==> src/hdl/fpau_pkg.sv <==
package fpau_pkg;

   localparam logic [1:0] KIND_ADD = 2'd0;
   localparam logic [1:0] KIND_SUB = 2'd1;
   localparam logic [1:0] KIND_RSUB = 2'd2;

   localparam logic [1:0] RM_NEAREST = 2'd0;
   localparam logic [1:0] RM_ZERO = 2'd1;
   localparam logic [1:0] RM_PLUS = 2'd2;
   localparam logic [1:0] RM_MINUS = 2'd3;

   localparam logic [63:0] NAN_OUT = 64'h7fff_ffff_ffff_ffff;
   localparam logic [63:0] LARGEST = 64'h7fef_ffff_ffff_ffff;
   localparam logic [63:0] SMALLEST = 64'h0010_0000_0000_0000;
   localparam logic [10:0] EXP_MAX = 11'h7ff;

   typedef struct packed {
      logic nan_first;
      logic nan_second;
      logic denormal_first;
      logic denormal_second;
      logic invalid;
      logic infinity;
      logic overflow;
      logic inexact;
      logic underflow;
   } flags_type;

   // Operands aligned and ready to add, or a special result already decided.
   typedef struct packed {
      logic        special;
      logic [63:0] special_value;
      flags_type   flags;
      logic [1:0]  rm;
      logic        sign_x;
      logic        sign_y;
      logic [11:0] exp;
      logic [55:0] mx;
      logic [55:0] my;
   } align_type;

   // Sum or difference before normalization.
   typedef struct packed {
      logic        special;
      logic [63:0] special_value;
      flags_type   flags;
      logic [1:0]  rm;
      logic        sign;
      logic [11:0] exp;
      logic [56:0] sig;
   } sum_type;

   // Normalized significand with guard bits, ready to round.
   typedef struct packed {
      logic        special;
      logic [63:0] special_value;
      flags_type   flags;
      logic [1:0]  rm;
      logic        sign;
      logic signed [12:0] exp;
      logic [55:0] sig;
   } norm_type;

endpackage

==> src/hdl/fpau_align.sv <==
module fpau_align (
   input  logic                 clock,
   input  logic                 reset,
   input  logic                 in_valid,
   input  logic [1:0]           kind,
   input  logic [63:0]          first_operand,
   input  logic [63:0]          second_operand,
   input  logic [1:0]           rm,
   output logic                 out_valid,
   output fpau_pkg::align_type  out_data
);
   import fpau_pkg::*;

   logic        valid_ff;
   align_type   data_ff;
   align_type   data_in;

   logic [10:0] ea, eb, ex, ey;
   logic [51:0] fa, fb;
   logic        nana, nanb, infa, infb, dena, denb;
   logic [63:0] x, y;
   logic        sx, sy;
   logic [55:0] mx, my, smaller, shifted;
   logic [10:0] diff;
   logic        sticky;
   logic [55:0] lost_mask;

   always_comb begin
      ea = first_operand[62:52];
      eb = second_operand[62:52];
      fa = first_operand[51:0];
      fb = second_operand[51:0];
      nana = (ea == EXP_MAX) && (fa != '0);
      nanb = (eb == EXP_MAX) && (fb != '0);
      infa = (ea == EXP_MAX) && (fa == '0);
      infb = (eb == EXP_MAX) && (fb == '0);
      dena = (ea == '0) && (fa != '0);
      denb = (eb == '0) && (fb != '0);

      if (kind == KIND_RSUB) begin
         x = second_operand;
         y = first_operand;
      end else begin
         x = first_operand;
         y = second_operand;
      end
      if (kind != KIND_ADD) begin
         y[63] = ~y[63];
      end
      ex = x[62:52];
      ey = y[62:52];
      sx = x[63];
      sy = y[63];
      mx = {1'b1, x[51:0], 3'b000};
      my = {1'b1, y[51:0], 3'b000};

      data_in = '0;
      data_in.rm = rm;
      data_in.flags.nan_first = nana;
      data_in.flags.nan_second = nanb;
      data_in.flags.denormal_first = dena;
      data_in.flags.denormal_second = denb;
      data_in.flags.inexact = (dena && !infb) || (denb && !infa);
      data_in.sign_x = sx;
      data_in.sign_y = sy;

      if (ex >= ey) begin
         diff = ex - ey;
         smaller = my;
      end else begin
         diff = ey - ex;
         smaller = mx;
      end
      lost_mask = '0;
      if (diff >= 11'd56) begin
         shifted = '0;
         sticky = 1'b1;
      end else begin
         lost_mask = ~({56{1'b1}} << diff[5:0]);
         shifted = smaller >> diff[5:0];
         sticky = (smaller & lost_mask) != '0;
      end
      shifted[0] = shifted[0] | (sticky && diff != '0);

      if (ex >= ey) begin
         data_in.exp = {1'b0, ex};
         data_in.mx = mx;
         data_in.my = shifted;
      end else begin
         data_in.exp = {1'b0, ey};
         data_in.mx = shifted;
         data_in.my = my;
      end

      if (nana || nanb) begin
         data_in.special = 1'b1;
         data_in.special_value = NAN_OUT;
         data_in.flags.inexact = 1'b0;
         data_in.flags.invalid = (nana && !fa[51]) || (nanb && !fb[51]);
      end else if (ex == EXP_MAX || ey == EXP_MAX) begin
         data_in.special = 1'b1;
         if (ex == EXP_MAX && ey == EXP_MAX && sx != sy) begin
            data_in.special_value = NAN_OUT;
            data_in.flags.invalid = 1'b1;
         end else begin
            data_in.flags.infinity = 1'b1;
            data_in.special_value = {(ex == EXP_MAX) ? sx : sy, EXP_MAX, 52'd0};
         end
      end else if (ex == '0 && ey == '0) begin
         data_in.special = 1'b1;
         data_in.special_value = {(sx == sy) ? sx : (rm == RM_MINUS), 63'd0};
      end else if (ex == '0) begin
         data_in.special = 1'b1;
         data_in.special_value = y;
      end else if (ey == '0) begin
         data_in.special = 1'b1;
         data_in.special_value = x;
      end
   end

   always_ff @(posedge clock) begin
      if (reset) begin
         valid_ff <= 1'b0;
      end else begin
         valid_ff <= in_valid;
      end
      data_ff <= data_in;
   end

   assign out_valid = valid_ff;
   assign out_data = data_ff;

endmodule

==> src/hdl/fpau_addsub.sv <==
module fpau_addsub (
   input  logic                 clock,
   input  logic                 reset,
   input  logic                 in_valid,
   input  fpau_pkg::align_type  in_data,
   output logic                 out_valid,
   output fpau_pkg::sum_type    out_data
);
   import fpau_pkg::*;

   logic     valid_ff;
   sum_type  data_ff;
   sum_type  data_in;

   always_comb begin
      data_in.special = in_data.special;
      data_in.special_value = in_data.special_value;
      data_in.flags = in_data.flags;
      data_in.rm = in_data.rm;
      data_in.exp = in_data.exp;
      if (in_data.sign_x == in_data.sign_y) begin
         data_in.sign = in_data.sign_x;
         data_in.sig = {1'b0, in_data.mx} + {1'b0, in_data.my};
      end else if (in_data.mx >= in_data.my) begin
         data_in.sign = in_data.sign_x;
         data_in.sig = {1'b0, in_data.mx - in_data.my};
      end else begin
         data_in.sign = in_data.sign_y;
         data_in.sig = {1'b0, in_data.my - in_data.mx};
      end
      if (!in_data.special && in_data.sign_x != in_data.sign_y
          && in_data.mx == in_data.my) begin
         data_in.special = 1'b1;
         data_in.special_value = {in_data.rm == RM_MINUS, 63'd0};
      end
   end

   always_ff @(posedge clock) begin
      if (reset) begin
         valid_ff <= 1'b0;
      end else begin
         valid_ff <= in_valid;
      end
      data_ff <= data_in;
   end

   assign out_valid = valid_ff;
   assign out_data = data_ff;

endmodule

==> src/hdl/fpau_normalize.sv <==
module fpau_normalize (
   input  logic                 clock,
   input  logic                 reset,
   input  logic                 in_valid,
   input  fpau_pkg::sum_type    in_data,
   output logic                 out_valid,
   output fpau_pkg::norm_type   out_data
);
   import fpau_pkg::*;

   logic      valid_ff;
   norm_type  data_ff;
   norm_type  data_in;
   logic [5:0] lz;
   logic      found;

   always_comb begin
      lz = '0;
      found = 1'b0;
      for (int i = 55; i >= 0; i--) begin
         if (!found && in_data.sig[i]) begin
            found = 1'b1;
            lz = 6'(55 - i);
         end
      end
      data_in.special = in_data.special;
      data_in.special_value = in_data.special_value;
      data_in.flags = in_data.flags;
      data_in.rm = in_data.rm;
      data_in.sign = in_data.sign;
      if (in_data.sig[56]) begin
         data_in.sig = in_data.sig[56:1] | {55'd0, in_data.sig[0]};
         data_in.exp = $signed({1'b0, in_data.exp}) + 13'sd1;
      end else begin
         data_in.sig = in_data.sig[55:0] << lz;
         data_in.exp = $signed({1'b0, in_data.exp}) - $signed({7'd0, lz});
      end
   end

   always_ff @(posedge clock) begin
      if (reset) begin
         valid_ff <= 1'b0;
      end else begin
         valid_ff <= in_valid;
      end
      data_ff <= data_in;
   end

   assign out_valid = valid_ff;
   assign out_data = data_ff;

endmodule

==> src/hdl/fpau_round.sv <==
module fpau_round (
   input  logic                 clock,
   input  logic                 reset,
   input  logic                 in_valid,
   input  fpau_pkg::norm_type   in_data,
   output logic                 out_valid,
   output logic [63:0]          out_value,
   output fpau_pkg::flags_type  out_flags
);
   import fpau_pkg::*;

   logic        valid_ff;
   logic [63:0] value_ff, value_in;
   flags_type   flags_ff, flags_in;
   logic [53:0] man;
   logic [2:0]  rem;
   logic        inc, away;
   logic signed [12:0] exp;
   logic        s;

   always_comb begin
      s = in_data.sign;
      rem = in_data.sig[2:0];
      away = (in_data.rm == RM_PLUS && !s) || (in_data.rm == RM_MINUS && s);
      inc = (in_data.rm == RM_NEAREST && (rem > 3'd4 || (rem == 3'd4 && in_data.sig[3])))
            || (away && rem != '0);
      man = {1'b0, in_data.sig[55:3]} + {53'd0, inc};
      exp = in_data.exp;
      if (man[53]) begin
         man = man >> 1;
         exp = exp + 13'sd1;
      end
      flags_in = in_data.flags;
      if (in_data.special) begin
         value_in = in_data.special_value;
      end else if (in_data.exp <= 13'sd0) begin
         flags_in.underflow = 1'b1;
         flags_in.inexact = 1'b1;
         value_in = {s, 63'd0} | (away ? SMALLEST : 64'd0);
      end else if (exp >= $signed({2'b00, EXP_MAX})) begin
         flags_in.overflow = 1'b1;
         flags_in.inexact = 1'b1;
         flags_in.infinity = away || in_data.rm == RM_NEAREST;
         value_in = (away || in_data.rm == RM_NEAREST) ? {s, EXP_MAX, 52'd0}
                                                       : {s, LARGEST[62:0]};
      end else begin
         flags_in.inexact = flags_in.inexact | (rem != '0);
         value_in = {s, exp[10:0], man[51:0]};
      end
   end

   always_ff @(posedge clock) begin
      if (reset) begin
         valid_ff <= 1'b0;
      end else begin
         valid_ff <= in_valid;
      end
      value_ff <= value_in;
      flags_ff <= flags_in;
   end

   assign out_valid = valid_ff;
   assign out_value = value_ff;
   assign out_flags = flags_ff;

endmodule

==> src/hdl/fp64_add_subtract_unit.sv <==
// Binary64 adder and subtractor with status flags.
// Request channel: an operation transfers when start is high and
// busy is low. busy is always low, so one operation may enter
// every cycle. req_kind selects add, first minus second, or second minus
// first.
// Response channel: rsp_valid is high for exactly one cycle with the
// result and its nine flags, after the four register stages below.
// The receiver cannot stall the unit; each result must be taken when shown.
// Four register stages: operand decode and alignment, significand add,
// leading-zero normalization, and rounding.
// Configuration: csr_valid/csr_ready write the rounding mode. csr_ready
// is always high; write it only while no operation is in flight.
// Reset clears the rounding mode to nearest even and empties the pipeline.
module fp64_add_subtract_unit (
   input  logic        clock,
   input  logic        reset,
   input  logic        start,
   output logic        busy,
   input  logic [1:0]  req_kind,
   input  logic [63:0] req_first_operand,
   input  logic [63:0] req_second_operand,
   output logic        rsp_valid,
   output logic [63:0] rsp_sum_value,
   output logic        rsp_nan_first,
   output logic        rsp_nan_second,
   output logic        rsp_denormal_first,
   output logic        rsp_denormal_second,
   output logic        rsp_invalid_flag,
   output logic        rsp_infinity_flag,
   output logic        rsp_overflow_flag,
   output logic        rsp_inexact_flag,
   output logic        rsp_underflow_flag,
   input  logic        csr_valid,
   output logic        csr_ready,
   input  logic [1:0]  csr_rounding_mode
);
   import fpau_pkg::*;

   logic [1:0] rm_ff;
   logic       v1, v2, v3;
   align_type  d1;
   sum_type    d2;
   norm_type   d3;
   flags_type  flags;

   assign busy = 1'b0;
   assign csr_ready = 1'b1;

   always_ff @(posedge clock) begin
      if (reset) begin
         rm_ff <= RM_NEAREST;
      end else if (csr_valid && csr_ready) begin
         rm_ff <= csr_rounding_mode;
      end
   end

   fpau_align u_align (
      .clock, .reset, .in_valid(start && !busy), .kind(req_kind),
      .first_operand(req_first_operand), .second_operand(req_second_operand),
      .rm(rm_ff), .out_valid(v1), .out_data(d1)
   );
   fpau_addsub u_addsub (
      .clock, .reset, .in_valid(v1), .in_data(d1), .out_valid(v2), .out_data(d2)
   );
   fpau_normalize u_norm (
      .clock, .reset, .in_valid(v2), .in_data(d2), .out_valid(v3), .out_data(d3)
   );
   fpau_round u_round (
      .clock, .reset, .in_valid(v3), .in_data(d3), .out_valid(rsp_valid),
      .out_value(rsp_sum_value), .out_flags(flags)
   );

   assign rsp_nan_first = flags.nan_first;
   assign rsp_nan_second = flags.nan_second;
   assign rsp_denormal_first = flags.denormal_first;
   assign rsp_denormal_second = flags.denormal_second;
   assign rsp_invalid_flag = flags.invalid;
   assign rsp_infinity_flag = flags.infinity;
   assign rsp_overflow_flag = flags.overflow;
   assign rsp_inexact_flag = flags.inexact;
   assign rsp_underflow_flag = flags.underflow;

   a_latency: assert property (@(posedge clock) disable iff (reset)
      start && !busy |-> ##4 rsp_valid) else $error("result missing");
   a_nan_value: assert property (@(posedge clock) disable iff (reset)
      rsp_valid && (rsp_nan_first || rsp_nan_second) |-> rsp_sum_value == NAN_OUT)
      else $error("NaN result wrong");
   a_inf_value: assert property (@(posedge clock) disable iff (reset)
      rsp_valid && rsp_infinity_flag |-> rsp_sum_value[62:0] == 63'h7ff0_0000_0000_0000)
      else $error("infinity result wrong");
   a_over_inexact: assert property (@(posedge clock) disable iff (reset)
      rsp_valid && (rsp_overflow_flag || rsp_underflow_flag) |-> rsp_inexact_flag)
      else $error("inexact missing");

endmodule

==> config.mk <==
export PLATFORM = sky130hd
export DESIGN_NAME = fp64_add_subtract_unit
export DESIGN_NICKNAME = d
export VERILOG_FILES = /design/src/hdl/fpau_pkg.sv /design/src/hdl/fpau_align.sv /design/src/hdl/fpau_addsub.sv /design/src/hdl/fpau_normalize.sv /design/src/hdl/fpau_round.sv /design/src/hdl/fp64_add_subtract_unit.sv
export SDC_FILE = /design/constraint.sdc
export NUM_CORES = 2
export LEC_CHECK = 0
export BUFFER_PORTS_ARGS = -buffer_cell sky130_fd_sc_hd__buf_2
export CAP_MARGIN = 20
export CORE_ASPECT_RATIO = 2
export CORE_MARGIN = 8
export CORE_UTILIZATION = 63
export CTS_CLUSTER_SIZE = 25
export DETAILED_ROUTE_END_ITERATION = 16
export PLACE_DENSITY = 0.78
export SLEW_MARGIN = 15
export SYNTH_ARGS = -nofsm -noshare
export SYNTH_HDL_FRONTEND = slang
export SYNTH_SLANG_ARGS = --single-unit
==> constraint.sdc <==
create_clock -name clock -period 7.9 [get_ports clock]
set_input_delay 1.975 -clock clock [delete_from_list [all_inputs] [get_ports clock]]
set_output_delay 1.975 -clock clock [all_outputs]
set_load 0.03 [all_outputs]
==> impl_metrics.toml, run 1 <==
[cts]
clock-sinks = 565
cts_max_level = 2
post-cts-setup-buffers = 0
cts.path.max_buffers = 3
clock-root-buffer = "clkbuf_16"
cts_resized = 0
cts_buffers = 45
ctsHoldBuffers = 0

[logic_synthesis]
synth_top_area_share_pct = 27.6
synth.avg_cell_area_sq_um = 7.70
synth-edff-count = 0
synth_cells = 5320
synth_top_cell_by_area = "dfxtp_1"
synth_area_sq_um = 41000
ys_ff_latch = 565
yosysWarningCount = 0
syn_nets = 5640
synth-async-reset-ratio_pct = 0
ys_types = 117
synth_area_leaders = "dfxtp_1, mux2i_1, a21oi_1"
seq_area_frac_synth_pct = 27.6
synth_ff_type = "dfxtp_1"

[run_status]
error = "[ERROR GRT-0116] Global routing finished with congestion. Check the congestion regions in the DRC Viewer."
outcome = "aborted with a tool error"
failing_step = "5_1_grt"

[global_routing]
grt_remaining_overflow = 549
grt_use_total_pct = 69.1
grt_max_degree = 89
grt_pass1_wl_um = 391000
first_global_vias = 51100

[floorplan]
fp.dieH_um = 377
die_x_um = 196
ioPinCount = 212
rows = 132
start_util_pct = 63.5

[placement]
port_buffers = 209
place_ws_ns = 0.503
hpwlAfterDp_um = 159000
gp_congestion = 1.31
place_inst = 6109
per-stage QoR:
stage / cell area, sq um / hold WS (ns)
2_1_floorplan: 41000 / 0.310
4_1_cts: 43900 / 0.324
3_3_place_gp: 42200 / 0.310
3_5_place_dp: 42200 / 0.312
routing by layer:
layer | global-route usage [%] | overflow
met5 | 14.9 | 1
met4 | 69.8 | 214
met3 | 49.6 | 10
met2 | 89.6 | 322
met1 | 68.3 | 2
cell usage after synthesis (16+ instances only):
library cell	n
a21o_1	68
o21a_1	48
a22oi_1	67
dfxtp_1	565
a22o_1	70
o31ai_1	29
nor2_1	402
nand3_1	130
a21oi_1	464
and3_1	83
clkbuf_1	243
o211ai_1	74
nor2b_1	109
a211oi_1	48
buf_1	29
buf_4	25
nand2b_1	52
buf_6	19
nand2_1	590
ha_1	180
mux2i_1	369
nor3_1	92
o221ai_1	16
xor2_1	52
o21ai_0	412
o2111ai_1	16
or3_1	31
o21bai_1	73
xnor2_1	96
nand4_1	80
nor4_1	49
buf_2	69
inv_1	222
and2_1	21
o22ai_1	43
a31oi_1	39
mux2_2	46
kinds of logic after synthesis:
| group | after synthesis | share of synthesized area, % |
|---|---|---|
| other cells | 2 | 0.0183 |
| compound gates | 1658 | 25.9 |
| mux | 432 | 11.2 |
| flops | 565 | 27.6 |
| buf+inv | 612 | 6.40 |
| xor+xnor | 151 | 3.34 |
| simple gates | 1714 | 19.9 |
| fa+ha+maj | 186 | 5.74 |
==> run 2: changes to the inputs <==
Settings changed: CORE_ASPECT_RATIO 2 to not set, CORE_UTILIZATION 63 to 40, CTS_CLUSTER_SIZE 25 to not set, PLACE_DENSITY 0.78 to not set, PLACE_DENSITY_LB_ADDON set to 0.15.
==> run 2 against run 1 <==
Effect of this change:
- the run now ends clean
- area after synthesis unchanged
- synthesized cell count unchanged
==> impl_metrics.toml, run 2 <==
[route]
initialDrtViolationCount = 5427
routed_wl_um = 199000
drt_first_pass_iters = 7
wl_per_cell_um = 29.6
drc = 0
via_count = 42300
routed_via_density = 6.30
antenna_left = 0

[global_routing]
grt_pass1_wl_um = 282000
antenna_found_initial = 20
grt_remaining_overflow = 0
first_global_vias = 39400
grt_max_degree = 116
grt_use_total_pct = 33.5

[cts]
tritoncts = "built"
cts_resized = 0
cts.path.max_buffers = 3
clock-root-buffer = "clkbuf_16"
clk_latency_ns = 0.66
clock-sinks = 565
post-cts-setup-buffers = 0
path_clk_slew_ns = 0.07
cts_max_level = 2
ctsHoldBuffers = 0
cts_buffers = 59

[floorplan]
ioPinCount = 212
fp.dieH_um = 336
rows = 117
die_x_um = 336
start_util_pct = 40.3
core-area_sq_um = 102000
die_area_sq_um = 113000

[placement]
port_buffers = 209
gp_congestion = 1.08
place_area_sq_um = 42900
hpwlAfterDp_um = 155000

[logic_synthesis]
synth-async-reset-ratio_pct = 0
synth-edff-count = 0
synth_area_leaders = "dfxtp_1, mux2i_1, a21oi_1"
ys_types = 117
synth_cells = 5320
netlist_top_cells_count = "nand2_1, dfxtp_1, a21oi_1"
yosysWarningCount = 0
syn_nets = 5640
synth_area_sq_um = 41000
seq_area_frac_synth_pct = 27.6
synth.most_common_cell = "nand2_1"
synth_ff_type = "dfxtp_1"
synth_top_cell_by_area = "dfxtp_1"
synth_top_area_share_pct = 27.6
ys_ff_latch = 565
synth.avg_cell_area_sq_um = 7.70

[critical_path]
r2r-start = "u_align.out_data[56]$_SDFF_PN0_"
reg2reg_slack_ns = 1.82
slowest_stage = "o21a_1"
critical_path_class = "in -> reg"
endpoint_kind = "register"
cp-start-kind = "input pin"
max_stage_delay_ns = 0.75
rr_worst_depth = 16
required_ns = 8.42
worst-path-max-fanout = 22
cp_data_arrival_time_ns = 7.40
r2r-end = "u_addsub.out_data[53]$_DFF_P_"
crit_chain = "buf_2 > nor2b_4 > o2111ai_2 > o211ai_1 > a32o_1 > o21a_1 > o21ai_0 > nor2_1 > nand3_1 > nand3_1 > o2111ai_1 > a2111o_1 > nor4_1 > o2111a_1 > nor2_1"

[cells_and_area]
final_util_pct = 44.2
drive_gt1_share_pct = 10.3
fill_cells = 10500
area_growth_syn_to_layout_pct = 9.59
multi_input_area_sq_um = 27200
final_common_cell = "nand2_1"
ff_latch_area_sq_um = 11300
fin_nets = 5607
largest_reg_flops = 199
layout_common_cells = "nand2_1, dfxtp_1, a21oi_1, o21ai_0, nor2_1"
stdcell_area_sq_um = 44900

[pwr]
powerDensity_nw_per_um2 = 364
p_leak_nw = 19.1
ir_drop_uv = 218

[timing]
fin_worst_skew_ns = 0.0412
worst_pin_slew_ns = 1.10
slew_headroom_pct = 26.4
rsz0062_at_grt = "no"
layout_min_cycle_time_ns = 6.88
setup_violations = 0
hold_viol_final = 0
clock.fmax_mhz = 145
period_share_pct = 87.0
slew_viol_final = 0
tns_ns = 0

[run_status]
outcome = "finished, final reports clean"

[hold_path]
hold_start = "u_addsub.out_data[136]$_SDFF_PP0_"
hold_class = "reg -> reg"
hold_end = "u_norm.out_data[136]$_DFF_P_"
holdPathStages = 0

[job]
drv_cap = 0
==> run 2: cell counts after synthesis <==
No cell type changed its count.
==> run 2: worst max-delay path: cells and delay by family <==
kind | cells | cell delay (ns)
AND/OR/NAND/NOR | 6 | 2.70
AO/OA/AOI/OAI | 8 | 2.54
buffers and inverters | 1 | 0.17
==> run 2: worst max path at each step <==
stage / from / end / slack [ns] / cells past startpoint
finish: req_kind[1] / u_align.out_data[56]$_SDFF_PN0_ / 1.02 / 15
global route: req_kind[1] / u_align.out_data[56]$_SDFF_PN0_ / 0.91 / 15
CTS: req_kind[1] / u_align.out_data[56]$_SDFF_PN0_ / 1.21 / 15
detailed placement: req_kind[1] / u_align.out_data[56]$_SDFF_PN0_ / 0.54 / 15
global placement: req_kind[1] / u_align.out_data[56]$_SDFF_PN0_ / 0.66 / 15
floorplan: req_kind[0] / u_align.out_data[0]$_SDFF_PP0_ / 1.0 / 24
==> run 2: cell families (layout without fill, tap and decap cells) <==
| kind of cell | Yosys count | after routing | synth area share, % |
|---|---|---|---|
| xor+xnor | 151 | 151 | 3.34 |
| other cells | 2 | 13 | 0.0183 |
| buf+inv | 612 | 623 | 6.40 |
| fa+ha+maj | 186 | 186 | 5.74 |
| simple gates | 1714 | 1714 | 19.9 |
| mux | 432 | 432 | 11.2 |
| flops | 565 | 565 | 27.6 |
| compound gates | 1658 | 1658 | 25.9 |
==> run 2: routing by layer <==
layer  up-vias  wire [um]  track usage [%]
met4        10      10800             15.2
met2      2431      82500             49.4
met5         -         70                0
li1      19100          -                -
met3       493      22400             9.96
met1     20300      83100             44.7
==> run 2: where the power goes <==
| group | internal, mW | total [mW] | switching [mW] |
|---|---|---|---|
| clock | 1.67 | 2.86 | 1.19 |
| sequential | 3.52 | 4.30 | 0.779 |
| combinational | 3.00 | 9.21 | 6.21 |
==> run 2: layout make-up <==
| class | instances | share of cell area, % |
|---|---|---|
| diodes | 11 | 0.0613 |
| repair buffers | 293 | 3.87 |
| multi-input cells | 4143 | 60.7 |
| flip-flops and latches | 565 | 25.2 |
| clock inverters | 25 | 0.785 |
| well taps | 1368 | 3.81 |
| inverters | 225 | 1.88 |
| clock buffers | 80 | 3.75 |
==> run 2: through the flow <==
step / instances / power, mW / setup WS [ns] / hold slack [ns]
3_5_place_dp: 6594 / 13.2 / 0.537 / 0.312
4_1_cts: 6699 / 16.1 / 1.21 / 0.295
3_3_place_gp: 6593 / 13.2 / 0.659 / 0.310
6_report: 6710 / 16.4 / 1.02 / 0.298
2_1_floorplan: 5320 / 9.83 / 0.999 / 0.310
5_1_grt: 6703 / 17.1 / 0.909 / 0.298
Note: power is estimated with default switching activity, not from simulation.
